--- src/hdl/rmmv_pkg.sv ---
// Shared types, constants and command codes for the running summary block.
package rmmv_pkg;

    // Defaults for the top-level parameters
    localparam int SAMPLE_WIDTH_DEF = 32;
    localparam int COUNT_WIDTH_DEF  = 32;

    // Datapath widths
    localparam int MEAN_W = 48;              // signed Q32.16 mean
    localparam int MAG_W  = 49;              // magnitude of a mean difference
    localparam int PROD_W = 2 * MAG_W + 64;  // d*d*n1*n2
    localparam int NUM_W  = PROD_W - 32;     // dividend after dropping 32 fraction bits
    localparam int M2_W   = 63;
    localparam int STEP_W = $clog2(NUM_W);

    localparam logic [M2_W-1:0] M2_LIMIT = '1;

    // Request codes
    localparam logic [1:0] REQ_PUSH  = 2'd0;
    localparam logic [1:0] REQ_MERGE = 2'd1;
    localparam logic [1:0] REQ_CLEAR = 2'd2;

    // Datapath command codes
    localparam logic [3:0] OP_NONE      = 4'd0;
    localparam logic [3:0] OP_ACCEPT    = 4'd1;
    localparam logic [3:0] OP_MUL_STEP  = 4'd2;
    localparam logic [3:0] OP_DIV_STEP  = 4'd3;
    localparam logic [3:0] OP_PUSH_MEAN = 4'd4;
    localparam logic [3:0] OP_PUSH_M2   = 4'd5;
    localparam logic [3:0] OP_MRG_DIV1  = 4'd6;
    localparam logic [3:0] OP_MRG_MEAN  = 4'd7;
    localparam logic [3:0] OP_MRG_MUL2  = 4'd8;
    localparam logic [3:0] OP_MRG_MUL3  = 4'd9;
    localparam logic [3:0] OP_MRG_DIV2  = 4'd10;
    localparam logic [3:0] OP_MRG_M2    = 4'd11;
    localparam logic [3:0] OP_LOAD_RES  = 4'd12;

    typedef struct packed {
        logic [1:0]         req_type;
        logic signed [31:0] sample;
        logic [31:0]        part_count;
        logic signed [31:0] part_min;
        logic signed [31:0] part_max;
        logic signed [31:0] part_mean;
        logic [62:0]        part_m2;
    } req_t;

    typedef struct packed {
        logic [31:0]        count_out;
        logic signed [31:0] min_out;
        logic signed [31:0] max_out;
        logic signed [31:0] mean_out;
        logic [62:0]        m2_out;
        logic               saturated;
    } res_t;

    typedef struct packed {
        logic [3:0] op;
    } cmd_t;

    typedef struct packed {
        logic [1:0] kind;
        logic       empty;
        logic       res_busy;
    } sts_t;

endpackage

--- src/hdl/rmmv_ctrl.sv ---
// Sequencer that steps the datapath through push, merge and clear transactions.
module rmmv_ctrl
    import rmmv_pkg::*;
(
    input  logic clk,
    input  logic rst_n,
    input  logic req_valid,
    output logic req_stall,
    input  sts_t sts,
    output cmd_t cmd
);

    localparam logic [2:0] S_IDLE  = 3'd0;
    localparam logic [2:0] S_MUL   = 3'd1;
    localparam logic [2:0] S_DIV   = 3'd2;
    localparam logic [2:0] S_SETUP = 3'd3;
    localparam logic [2:0] S_DONE  = 3'd4;

    localparam logic [STEP_W-1:0] MUL_LAST = STEP_W'(MAG_W - 1);
    localparam logic [STEP_W-1:0] DIV_LAST = STEP_W'(NUM_W - 1);

    logic [2:0]        state_reg, state_next;
    logic [3:0]        phase_reg, phase_next;
    logic [STEP_W-1:0] step_reg, step_next;

    // Decide the next state and the command for this cycle
    always_comb
    begin
        state_next = state_reg;
        phase_next = phase_reg;
        step_next  = step_reg;
        cmd.op     = OP_NONE;
        case (state_reg)
            S_IDLE:
            begin
                if (req_valid)
                begin
                    cmd.op = OP_ACCEPT;
                    case (sts.kind)
                        REQ_PUSH:
                        begin
                            state_next = S_DIV;
                            step_next  = DIV_LAST;
                            phase_next = OP_PUSH_MEAN;
                        end
                        REQ_MERGE:
                        begin
                            if (sts.empty)
                            begin
                                state_next = S_DONE;
                            end
                            else
                            begin
                                state_next = S_MUL;
                                step_next  = MUL_LAST;
                                phase_next = OP_MRG_DIV1;
                            end
                        end
                        default:
                        begin
                            state_next = S_DONE;
                        end
                    endcase
                end
            end
            S_MUL:
            begin
                cmd.op = OP_MUL_STEP;
                if (step_reg == '0)
                    state_next = S_SETUP;
                else
                    step_next = step_reg - 1'b1;
            end
            S_DIV:
            begin
                cmd.op = OP_DIV_STEP;
                if (step_reg == '0)
                    state_next = S_SETUP;
                else
                    step_next = step_reg - 1'b1;
            end
            S_SETUP:
            begin
                cmd.op = phase_reg;
                case (phase_reg)
                    OP_PUSH_MEAN:
                    begin
                        state_next = S_MUL;
                        step_next  = MUL_LAST;
                        phase_next = OP_PUSH_M2;
                    end
                    OP_MRG_DIV1:
                    begin
                        state_next = S_DIV;
                        step_next  = DIV_LAST;
                        phase_next = OP_MRG_MEAN;
                    end
                    OP_MRG_MEAN:
                    begin
                        state_next = S_MUL;
                        step_next  = MUL_LAST;
                        phase_next = OP_MRG_MUL2;
                    end
                    OP_MRG_MUL2:
                    begin
                        state_next = S_MUL;
                        step_next  = MUL_LAST;
                        phase_next = OP_MRG_MUL3;
                    end
                    OP_MRG_MUL3:
                    begin
                        state_next = S_MUL;
                        step_next  = MUL_LAST;
                        phase_next = OP_MRG_DIV2;
                    end
                    OP_MRG_DIV2:
                    begin
                        state_next = S_DIV;
                        step_next  = DIV_LAST;
                        phase_next = OP_MRG_M2;
                    end
                    default:
                    begin
                        state_next = S_DONE;
                    end
                endcase
            end
            S_DONE:
            begin
                if (!sts.res_busy)
                begin
                    cmd.op     = OP_LOAD_RES;
                    state_next = S_IDLE;
                end
            end
            default:
            begin
                state_next = S_IDLE;
            end
        endcase
    end

    assign req_stall = (state_reg != S_IDLE);

    // Advance the state registers
    always_ff @(posedge clk or negedge rst_n)
    begin
        if (!rst_n)
        begin
            state_reg <= S_IDLE;
            phase_reg <= OP_NONE;
            step_reg  <= '0;
        end
        else
        begin
            state_reg <= state_next;
            phase_reg <= phase_next;
            step_reg  <= step_next;
        end
    end

    a_accept_leaves_idle: assert property (@(posedge clk) disable iff (!rst_n)
        (state_reg == S_IDLE && req_valid) |=> (state_reg != S_IDLE))
        else $error("accepted transaction did not start");

    a_mul_step_bound: assert property (@(posedge clk) disable iff (!rst_n)
        (state_reg == S_MUL) |-> (step_reg <= MUL_LAST))
        else $error("multiply step count out of range");

    a_done_to_idle: assert property (@(posedge clk) disable iff (!rst_n)
        (state_reg == S_DONE && !sts.res_busy) |=> (state_reg == S_IDLE))
        else $error("result load did not return to idle");

endmodule

--- src/hdl/rmmv_dp.sv ---
// Datapath: summary registers, bit-serial multiplier, restoring divider, result register.
module rmmv_dp
    import rmmv_pkg::*;
#(
    parameter int SW = SAMPLE_WIDTH_DEF,
    parameter int CW = COUNT_WIDTH_DEF
)
(
    input  logic clk,
    input  logic rst_n,
    input  cmd_t cmd,
    output sts_t sts,
    input  req_t req_item,
    output logic res_valid,
    input  logic res_stall,
    output res_t res_item
);

    localparam int NW = CW + 1;
    localparam logic signed [31:0] SMAX = 32'(2 ** (SW - 1) - 1);
    localparam logic signed [31:0] SMIN = ~SMAX;
    localparam logic [CW-1:0] CNT_MAX = '1;

    // Summary state
    logic [CW-1:0]            cnt_reg, cnt_next;
    logic signed [31:0]       min_reg, min_next;
    logic signed [31:0]       max_reg, max_next;
    logic signed [MEAN_W-1:0] mean_reg, mean_next;
    logic [M2_W-1:0]          m2_reg, m2_next;
    logic                     sat_reg, sat_next;

    // Work registers
    logic [MAG_W-1:0]         dmag_reg, dmag_next;
    logic                     dneg_reg, dneg_next;
    logic signed [MEAN_W-1:0] xs_reg, xs_next;
    logic [CW-1:0]            n1_reg, n1_next;
    logic [CW-1:0]            n2_reg, n2_next;
    logic [NW-1:0]            div_reg, div_next;
    logic [M2_W-1:0]          pm2_reg, pm2_next;
    logic [PROD_W-1:0]        prod_reg, prod_next;
    logic [PROD_W-1:0]        mcand_reg, mcand_next;
    logic [MAG_W-1:0]         mplier_reg, mplier_next;
    logic [NUM_W-1:0]         num_reg, num_next;
    logic [NW-1:0]            rem_reg, rem_next;
    logic [NUM_W-1:0]         quo_reg, quo_next;
    res_t                     res_reg, res_next;
    logic                     res_valid_reg, res_valid_next;

    // Input decode
    logic signed [31:0]       x32, pmin32, pmax32, pmean32, src32, lo32, hi32;
    logic signed [MEAN_W-1:0] src_s;
    logic [49:0]              delta;
    logic [MAG_W-1:0]         delta_mag;
    logic [CW-1:0]            n2_in;
    logic [NW-1:0]            n_push, n_mrg;
    logic                     is_merge;

    // Shared arithmetic
    logic [NW:0]              rem_s;
    logic                     rem_ge;
    logic [MAG_W-1:0]         q_mean;
    logic [49:0]              q_signed, mean_sum, e_diff;
    logic [MEAN_W-1:0]        mean_new;
    logic [MAG_W-1:0]         e_mag;
    logic [M2_W:0]            term_p, term_q, add_p, add_a, add_b;
    logic [48:0]              round_r;
    logic signed [32:0]       round_q;
    logic signed [31:0]       mean_clamped;

    function automatic logic [M2_W:0] sat_term(input logic [NUM_W-1:0] v);
        logic ovf;
        ovf = (v > NUM_W'(M2_LIMIT));
        return ovf ? {1'b1, M2_LIMIT} : {1'b0, v[M2_W-1:0]};
    endfunction

    function automatic logic [M2_W:0] m2_add(input logic [M2_W-1:0] a, input logic [M2_W-1:0] b);
        logic [M2_W:0] s;
        s = {1'b0, a} + {1'b0, b};
        return s[M2_W] ? {1'b1, M2_LIMIT} : s;
    endfunction

    // Decode the incoming transaction
    assign x32      = 32'(signed'(req_item.sample[SW-1:0]));
    assign pmin32   = 32'(signed'(req_item.part_min[SW-1:0]));
    assign pmax32   = 32'(signed'(req_item.part_max[SW-1:0]));
    assign pmean32  = 32'(signed'(req_item.part_mean[SW-1:0]));
    assign is_merge = (req_item.req_type == REQ_MERGE);
    assign src32    = is_merge ? pmean32 : x32;
    assign lo32     = is_merge ? pmin32 : x32;
    assign hi32     = is_merge ? pmax32 : x32;
    assign src_s    = {src32, 16'h0000};
    assign delta    = 50'(src_s) - 50'(mean_reg);
    assign delta_mag = delta[49] ? MAG_W'(-delta) : MAG_W'(delta);
    assign n2_in    = req_item.part_count[CW-1:0];
    assign n_push   = NW'(cnt_reg) + NW'(1);
    assign n_mrg    = NW'(cnt_reg) + NW'(n2_in);

    assign sts.kind     = req_item.req_type;
    assign sts.empty    = (n_mrg == '0);
    assign sts.res_busy = res_valid_reg && res_stall;

    // Divider step
    assign rem_s  = {rem_reg, num_reg[NUM_W-1]};
    assign rem_ge = (rem_s >= {1'b0, div_reg});

    // Mean update from the rounded quotient, and the post-update deviation
    assign q_mean   = quo_reg[MAG_W-1:0];
    assign q_signed = dneg_reg ? -50'(q_mean) : 50'(q_mean);
    assign mean_sum = 50'(mean_reg) + q_signed;
    assign mean_new = mean_sum[MEAN_W-1:0];
    assign e_diff   = 50'(xs_reg) - 50'(signed'(mean_new));
    assign e_mag    = e_diff[49] ? MAG_W'(-e_diff) : MAG_W'(e_diff);

    // Saturating M2 terms
    assign term_p = sat_term(prod_reg[PROD_W-1:32]);
    assign term_q = sat_term(quo_reg);
    assign add_p  = m2_add(m2_reg, term_p[M2_W-1:0]);
    assign add_a  = m2_add(m2_reg, pm2_reg);
    assign add_b  = m2_add(add_a[M2_W-1:0], term_q[M2_W-1:0]);

    // Round the mean from Q32.16 to an integer and clamp to the sample range
    assign round_r = 49'(mean_reg) + 49'(32768);
    assign round_q = round_r[48:16];
    assign mean_clamped = (round_q > 33'(SMAX)) ? SMAX :
                          (round_q < 33'(SMIN)) ? SMIN : round_q[31:0];

    // Next-state logic per command
    always_comb
    begin
        cnt_next       = cnt_reg;
        min_next       = min_reg;
        max_next       = max_reg;
        mean_next      = mean_reg;
        m2_next        = m2_reg;
        sat_next       = sat_reg;
        dmag_next      = dmag_reg;
        dneg_next      = dneg_reg;
        xs_next        = xs_reg;
        n1_next        = n1_reg;
        n2_next        = n2_reg;
        div_next       = div_reg;
        pm2_next       = pm2_reg;
        prod_next      = prod_reg;
        mcand_next     = mcand_reg;
        mplier_next    = mplier_reg;
        num_next       = num_reg;
        rem_next       = rem_reg;
        quo_next       = quo_reg;
        res_next       = res_reg;
        res_valid_next = res_valid_reg && res_stall;
        case (cmd.op)
            OP_ACCEPT:
            begin
                case (req_item.req_type)
                    REQ_PUSH:
                    begin
                        if (lo32 < min_reg) min_next = lo32;
                        if (hi32 > max_reg) max_next = hi32;
                        dmag_next = delta_mag;
                        dneg_next = delta[49];
                        xs_next   = src_s;
                        div_next  = n_push;
                        num_next  = NUM_W'(delta_mag) + NUM_W'(n_push >> 1);
                        rem_next  = '0;
                    end
                    REQ_MERGE:
                    begin
                        if (lo32 < min_reg) min_next = lo32;
                        if (hi32 > max_reg) max_next = hi32;
                        if (n_mrg[CW])
                        begin
                            cnt_next = CNT_MAX;
                            sat_next = 1'b1;
                        end
                        else
                        begin
                            cnt_next = n_mrg[CW-1:0];
                        end
                        if (n_mrg == '0)
                        begin
                            mean_next = '0;
                            m2_next   = '0;
                        end
                        dmag_next   = delta_mag;
                        dneg_next   = delta[49];
                        n1_next     = cnt_reg;
                        n2_next     = n2_in;
                        div_next    = n_mrg;
                        pm2_next    = req_item.part_m2;
                        prod_next   = '0;
                        mcand_next  = PROD_W'(delta_mag);
                        mplier_next = MAG_W'(n2_in);
                    end
                    REQ_CLEAR:
                    begin
                        cnt_next  = '0;
                        min_next  = SMAX;
                        max_next  = SMIN;
                        mean_next = '0;
                        m2_next   = '0;
                        sat_next  = 1'b0;
                    end
                    default:
                    begin
                        sat_next = sat_reg;
                    end
                endcase
            end
            OP_MUL_STEP:
            begin
                if (mplier_reg[0]) prod_next = prod_reg + mcand_reg;
                mcand_next  = mcand_reg << 1;
                mplier_next = mplier_reg >> 1;
            end
            OP_DIV_STEP:
            begin
                rem_next = rem_ge ? NW'(rem_s - {1'b0, div_reg}) : NW'(rem_s);
                num_next = num_reg << 1;
                quo_next = {quo_reg[NUM_W-2:0], rem_ge};
            end
            OP_PUSH_MEAN:
            begin
                mean_next   = mean_new;
                prod_next   = '0;
                mcand_next  = PROD_W'(dmag_reg);
                mplier_next = (dneg_reg == e_diff[49]) ? e_mag : '0;
            end
            OP_PUSH_M2:
            begin
                m2_next = add_p[M2_W-1:0];
                if (term_p[M2_W] || add_p[M2_W]) sat_next = 1'b1;
                if (cnt_reg == CNT_MAX)
                    sat_next = 1'b1;
                else
                    cnt_next = cnt_reg + 1'b1;
            end
            OP_MRG_DIV1:
            begin
                num_next = prod_reg[NUM_W-1:0] + NUM_W'(div_reg >> 1);
                rem_next = '0;
            end
            OP_MRG_MEAN:
            begin
                mean_next   = mean_new;
                prod_next   = '0;
                mcand_next  = PROD_W'(dmag_reg);
                mplier_next = dmag_reg;
            end
            OP_MRG_MUL2:
            begin
                prod_next   = '0;
                mcand_next  = prod_reg;
                mplier_next = MAG_W'(n1_reg);
            end
            OP_MRG_MUL3:
            begin
                prod_next   = '0;
                mcand_next  = prod_reg;
                mplier_next = MAG_W'(n2_reg);
            end
            OP_MRG_DIV2:
            begin
                num_next = prod_reg[PROD_W-1:32];
                rem_next = '0;
            end
            OP_MRG_M2:
            begin
                m2_next = add_b[M2_W-1:0];
                if (add_a[M2_W] || term_q[M2_W] || add_b[M2_W]) sat_next = 1'b1;
            end
            OP_LOAD_RES:
            begin
                res_next.count_out = 32'(cnt_reg);
                res_next.min_out   = min_reg;
                res_next.max_out   = max_reg;
                res_next.mean_out  = mean_clamped;
                res_next.m2_out    = m2_reg;
                res_next.saturated = sat_reg;
                res_valid_next     = 1'b1;
            end
            default:
            begin
                res_next = res_reg;
            end
        endcase
    end

    // Hold the summary and control state under reset
    always_ff @(posedge clk or negedge rst_n)
    begin
        if (!rst_n)
        begin
            cnt_reg       <= '0;
            min_reg       <= SMAX;
            max_reg       <= SMIN;
            mean_reg      <= '0;
            m2_reg        <= '0;
            sat_reg       <= 1'b0;
            res_valid_reg <= 1'b0;
        end
        else
        begin
            cnt_reg       <= cnt_next;
            min_reg       <= min_next;
            max_reg       <= max_next;
            mean_reg      <= mean_next;
            m2_reg        <= m2_next;
            sat_reg       <= sat_next;
            res_valid_reg <= res_valid_next;
        end
    end

    // Advance the work registers
    always_ff @(posedge clk)
    begin
        dmag_reg   <= dmag_next;
        dneg_reg   <= dneg_next;
        xs_reg     <= xs_next;
        n1_reg     <= n1_next;
        n2_reg     <= n2_next;
        div_reg    <= div_next;
        pm2_reg    <= pm2_next;
        prod_reg   <= prod_next;
        mcand_reg  <= mcand_next;
        mplier_reg <= mplier_next;
        num_reg    <= num_next;
        rem_reg    <= rem_next;
        quo_reg    <= quo_next;
        res_reg    <= res_next;
    end

    assign res_valid = res_valid_reg;
    assign res_item  = res_reg;

endmodule

--- src/hdl/running_min_max_mean_variance.sv ---
// Top level of the running count, min, max, mean and M2 summary block.
//
//  channel | direction | payload | handshake
//  --------+-----------+---------+--------------------------
//  req     | in        | req_t   | req_valid / req_stall
//  res     | out       | res_t   | res_valid / res_stall
//
// One transaction at a time; each runs as steps on the bit-serial multiplier and
// the restoring divider. Push: divide, mean update, multiply, M2 update. Merge:
// multiply, divide, mean, three multiplies, divide, M2; clear, empty merge: none.
// Reset restores the empty summary at once; no clearing pass.
// A result waits in the output register while res_stall is high; the next
// request is taken meanwhile and finishes only when that register frees up.
module running_min_max_mean_variance
    import rmmv_pkg::*;
#(
    parameter int SAMPLE_WIDTH = SAMPLE_WIDTH_DEF,
    parameter int COUNT_WIDTH  = COUNT_WIDTH_DEF
)
(
    input  logic clk,
    input  logic rst_n,
    input  logic req_valid,
    output logic req_stall,
    input  req_t req_item,
    output logic res_valid,
    input  logic res_stall,
    output res_t res_item
);

    cmd_t cmd;
    sts_t sts;

    // Sequence each transaction
    rmmv_ctrl u_ctrl (
        .clk       (clk),
        .rst_n     (rst_n),
        .req_valid (req_valid),
        .req_stall (req_stall),
        .sts       (sts),
        .cmd       (cmd)
    );

    // Hold the summary and do the arithmetic
    rmmv_dp #(
        .SW (SAMPLE_WIDTH),
        .CW (COUNT_WIDTH)
    ) u_dp (
        .clk       (clk),
        .rst_n     (rst_n),
        .cmd       (cmd),
        .sts       (sts),
        .req_item  (req_item),
        .res_valid (res_valid),
        .res_stall (res_stall),
        .res_item  (res_item)
    );

endmodule
--- config.mk ---
export PLATFORM = sky130hd
export DESIGN_NAME = running_min_max_mean_variance
export DESIGN_NICKNAME = d
export VERILOG_FILES = /design/src/hdl/rmmv_pkg.sv /design/src/hdl/rmmv_ctrl.sv /design/src/hdl/rmmv_dp.sv /design/src/hdl/running_min_max_mean_variance.sv
export SDC_FILE = /design/constraint.sdc
export NUM_CORES = 2
export LEC_CHECK = 0
export ABC_CLOCK_PERIOD_IN_PS = 16600
export BUFFER_PORTS_ARGS = -buffer_cell sky130_fd_sc_hd__buf_2
export CAP_MARGIN = 20
export CORE_ASPECT_RATIO = 0.8
export CORE_UTILIZATION = 25
export DETAILED_ROUTE_END_ITERATION = 10
export SKIP_LAST_GASP = 1
export SLEW_MARGIN = 20
export SYNTH_ARGS = -nofsm -noshare
export SYNTH_HDL_FRONTEND = slang
export SYNTH_SLANG_ARGS = --single-unit
export TNS_END_PERCENT = 5
--- constraint.sdc ---
create_clock -name clk -period 16.6 [get_ports clk]
set_clock_uncertainty 0.2 [all_clocks]
set_input_delay 3.32 -clock clk [delete_from_list [all_inputs] [get_ports clk]]
set_output_delay 3.32 -clock clk [all_outputs]
set_load 0.005 [all_outputs]
==> impl_metrics.toml <==
[worst_setup_path]
cp.arrival_ps = 13380
crit_path_start_kind = "primary input"
crit_path_end_kind = "register"
reg2reg_slack_ps = 6290
r2r_start = "u_dp.m2_reg[3]"
crit_type = "primary input to register"
r2r.worst_path.cells = 33
path_max_fanout = 36
slowest_delay_ps = 820
r2r_end = "u_dp.m2_reg[28]"
slowest_stage = "a31o_2"
cp.required_ps = 16960
startpoint = "req_item[224]"
path_common_cell = "nand2_1"
critPathCapture = "u_dp.num_reg[37]"

[synth]
synth_cells = 9940
synth-warning-count = 0
synth_area_leaders = "edfxtp_1 (35%), ha_1 (8.8%), dfrtp_1 (5.1%)"
synth-seq-area-share_pct = 41.18
synth_edf_count = 1100
netlist_area_um2 = 93930
synthFlopType = "edfxtp_1"
yosysTopAreaCell = "edfxtp_1"
synth_nets = 10838
ys_types = 125
synth_top_area_share_pct = 35.17
async_flop_share_pct = 16.92
syn_area_per_cell_um2 = 9.449
ys_ff_latch = 1324

[clocking]
root_buffer = "clkbuf_16"
cts_tree = "yes"
cts_buffers = 151
cts_buffer_depth = 4
post_cts_buffers = 0
clkLatencyLatePin_ps = 880
cts.clk_slew.worst_paths_ps = 60
cts.sink_count = 1324
htree_levels = 4
hold_buffers = 0
cts_resized = 0

[status]
run_status = "complete, but fails checks"
violations = "design-rule violations"

[die]
initial_core_util_pct = 25.23
fp-row-count = 200
die_y_um = 550.2
dieArea_um2 = 378200
core_um2 = 372400
die_x_um = 687.3
io_pins = 423

[drt]
wirelength_mm = 372.4
viasPerCell = 5.449
vias = 83387
drc = 4
drtAntennaViolNets = 0
first_pass_iters = 11
first_iter_violations = 11242
wire_per_inst_um = 24.33

[global_route]
first_global_vias = 75452
grt_use_total_pct = 18.82
antenna_found_initial = 44
grt_max_degree = 127
grt_pass1_wl_mm = 534.9
grt-ovfl-total = 0

[timing]
rsz0062_at_grt = "false"
tightestPinTransition_ps = 1245
clock.fmax_mhz = 76.79
setup_viol = 0
slew_headroom_pct = 17.03
slew_viol_final = 0
tns_ps = 0
post-route-period-util_pct = 78.45
hold_viol = 0
min_period_ps = 13020

[cells_and_area]
final_common_cell = "edfxtp_1"
mostFrequentLayoutCells = "edfxtp_1 (1100), nand2_1 (1034), nor2_1 (808)"
fin_nets = 11104
largest_reg_flops = 192
final_layout_size_suffix_gt1_share_pct = 10.98
area_delta_synth_final_pct = 13.81

[placement]
place_congestion = 1.005
port_buffers = 422
dp_hpwl_mm = 289.0

[flow_run]
maxCapViolations = 0

[hold_path]
hold_path_class = "register to register"
holdPathStages = 0
## cell type report
type	count	area (um2)
sequential	1324	38680
clock buffer	189	4086
inverter	376	1419
tap	4949	6192
multi-input combinational	7797	52420
antenna	41	102.6
timing repair buffer	556	3213
fill	39342	265500
clock inverter	72	787.0
## per-layer routing
metal | GRT usage [%] | up-vias | wire length, um
met5 | 0 | - | 81
met1 | 29.64 | 40832 | 177100
met4 | 4.396 | 14 | 10020
met2 | 24.84 | 4272 | 140300
li1 | - | 37797 | -
met3 | 4.847 | 472 | 44960
## synthesized netlist by cell type (32+ instances only)
library cell / instances
a211oi_1: 94
nor4_1: 69
nor2b_1: 91
and2_1: 43
a21o_1: 333
nor3_1: 148
or3_1: 56
a31oi_1: 96
nand3_1: 242
and3_1: 96
o31ai_1: 56
a41oi_1: 52
mux2_2: 39
and4_1: 37
nand4_1: 156
dfstp_2: 32
edfxtp_1: 1100
nor2_1: 820
clkbuf_1: 402
nand2_1: 1035
o211ai_1: 65
xor2_1: 287
a22oi_1: 105
xnor2_1: 529
o21bai_1: 101
a21oi_1: 735
o21ai_0: 678
nand2b_1: 110
dfrtp_1: 192
a211o_1: 32
or2_2: 153
o22a_1: 39
mux2i_1: 46
ha_1: 660
o21a_1: 89
a222oi_1: 120
a22o_1: 127
inv_1: 376
## how the worst min path moves through the flow
stage,from,end,slack (ps)
after global routing,u_dp.quo_reg[124],u_dp.quo_reg[125],260
final,u_dp.quo_reg[73],u_dp.quo_reg[74],250
after global placement,u_dp.quo_reg[53],u_dp.quo_reg[54],230
after floorplan,u_dp.quo_reg[48],u_dp.quo_reg[49],220
after CTS,u_dp.quo_reg[80],u_dp.quo_reg[81],240
after detailed placement,u_dp.quo_reg[54],u_dp.quo_reg[55],240
## stage by stage
step | area (um2) | hold WS [ps] | cells | util (%) | worst slack [ps]
final | 106900 | 245.5 | 15304 | 28.71 | 3577
after global routing | 106900 | 255.1 | 15296 | 28.70 | 3075
after CTS | 106700 | 244.9 | 15260 | 28.66 | 3850
after detailed placement | 101800 | 235.6 | 14999 | 27.35 | 3069
after global placement | 101800 | 227.7 | 14999 | 27.35 | 3141
after floorplan | 93930 | 218.3 | 9940 | - | 2690
## cells by family after synthesis
family                   after synthesis  synth area share (%)
buffers and inverters                819                 3.313
flip-flops                          1324                 41.18
adder cells (fa/ha/maj)              669                 8.984
AO/OA/AOI/OAI                       3053                 21.71
multiplexers                          85                0.9578
XOR/XNOR                             817                 7.626
AND/OR/NAND/NOR                     3173                 16.23
## worst max-delay path, delay by kind of cell
| family | cells | cell delay (ps) |
|---|---|---|
| adder cells (fa/ha/maj) | 2 | 640 |
| buffers and inverters | 4 | 1060 |
| AO/OA/AOI/OAI | 15 | 5280 |
| XOR/XNOR | 2 | 460 |
| AND/OR/NAND/NOR | 10 | 2520 |
Power is left out: the tool's default activity adds up to more than one toggle a clock period on the data nets, which glitch-free logic cannot reach.
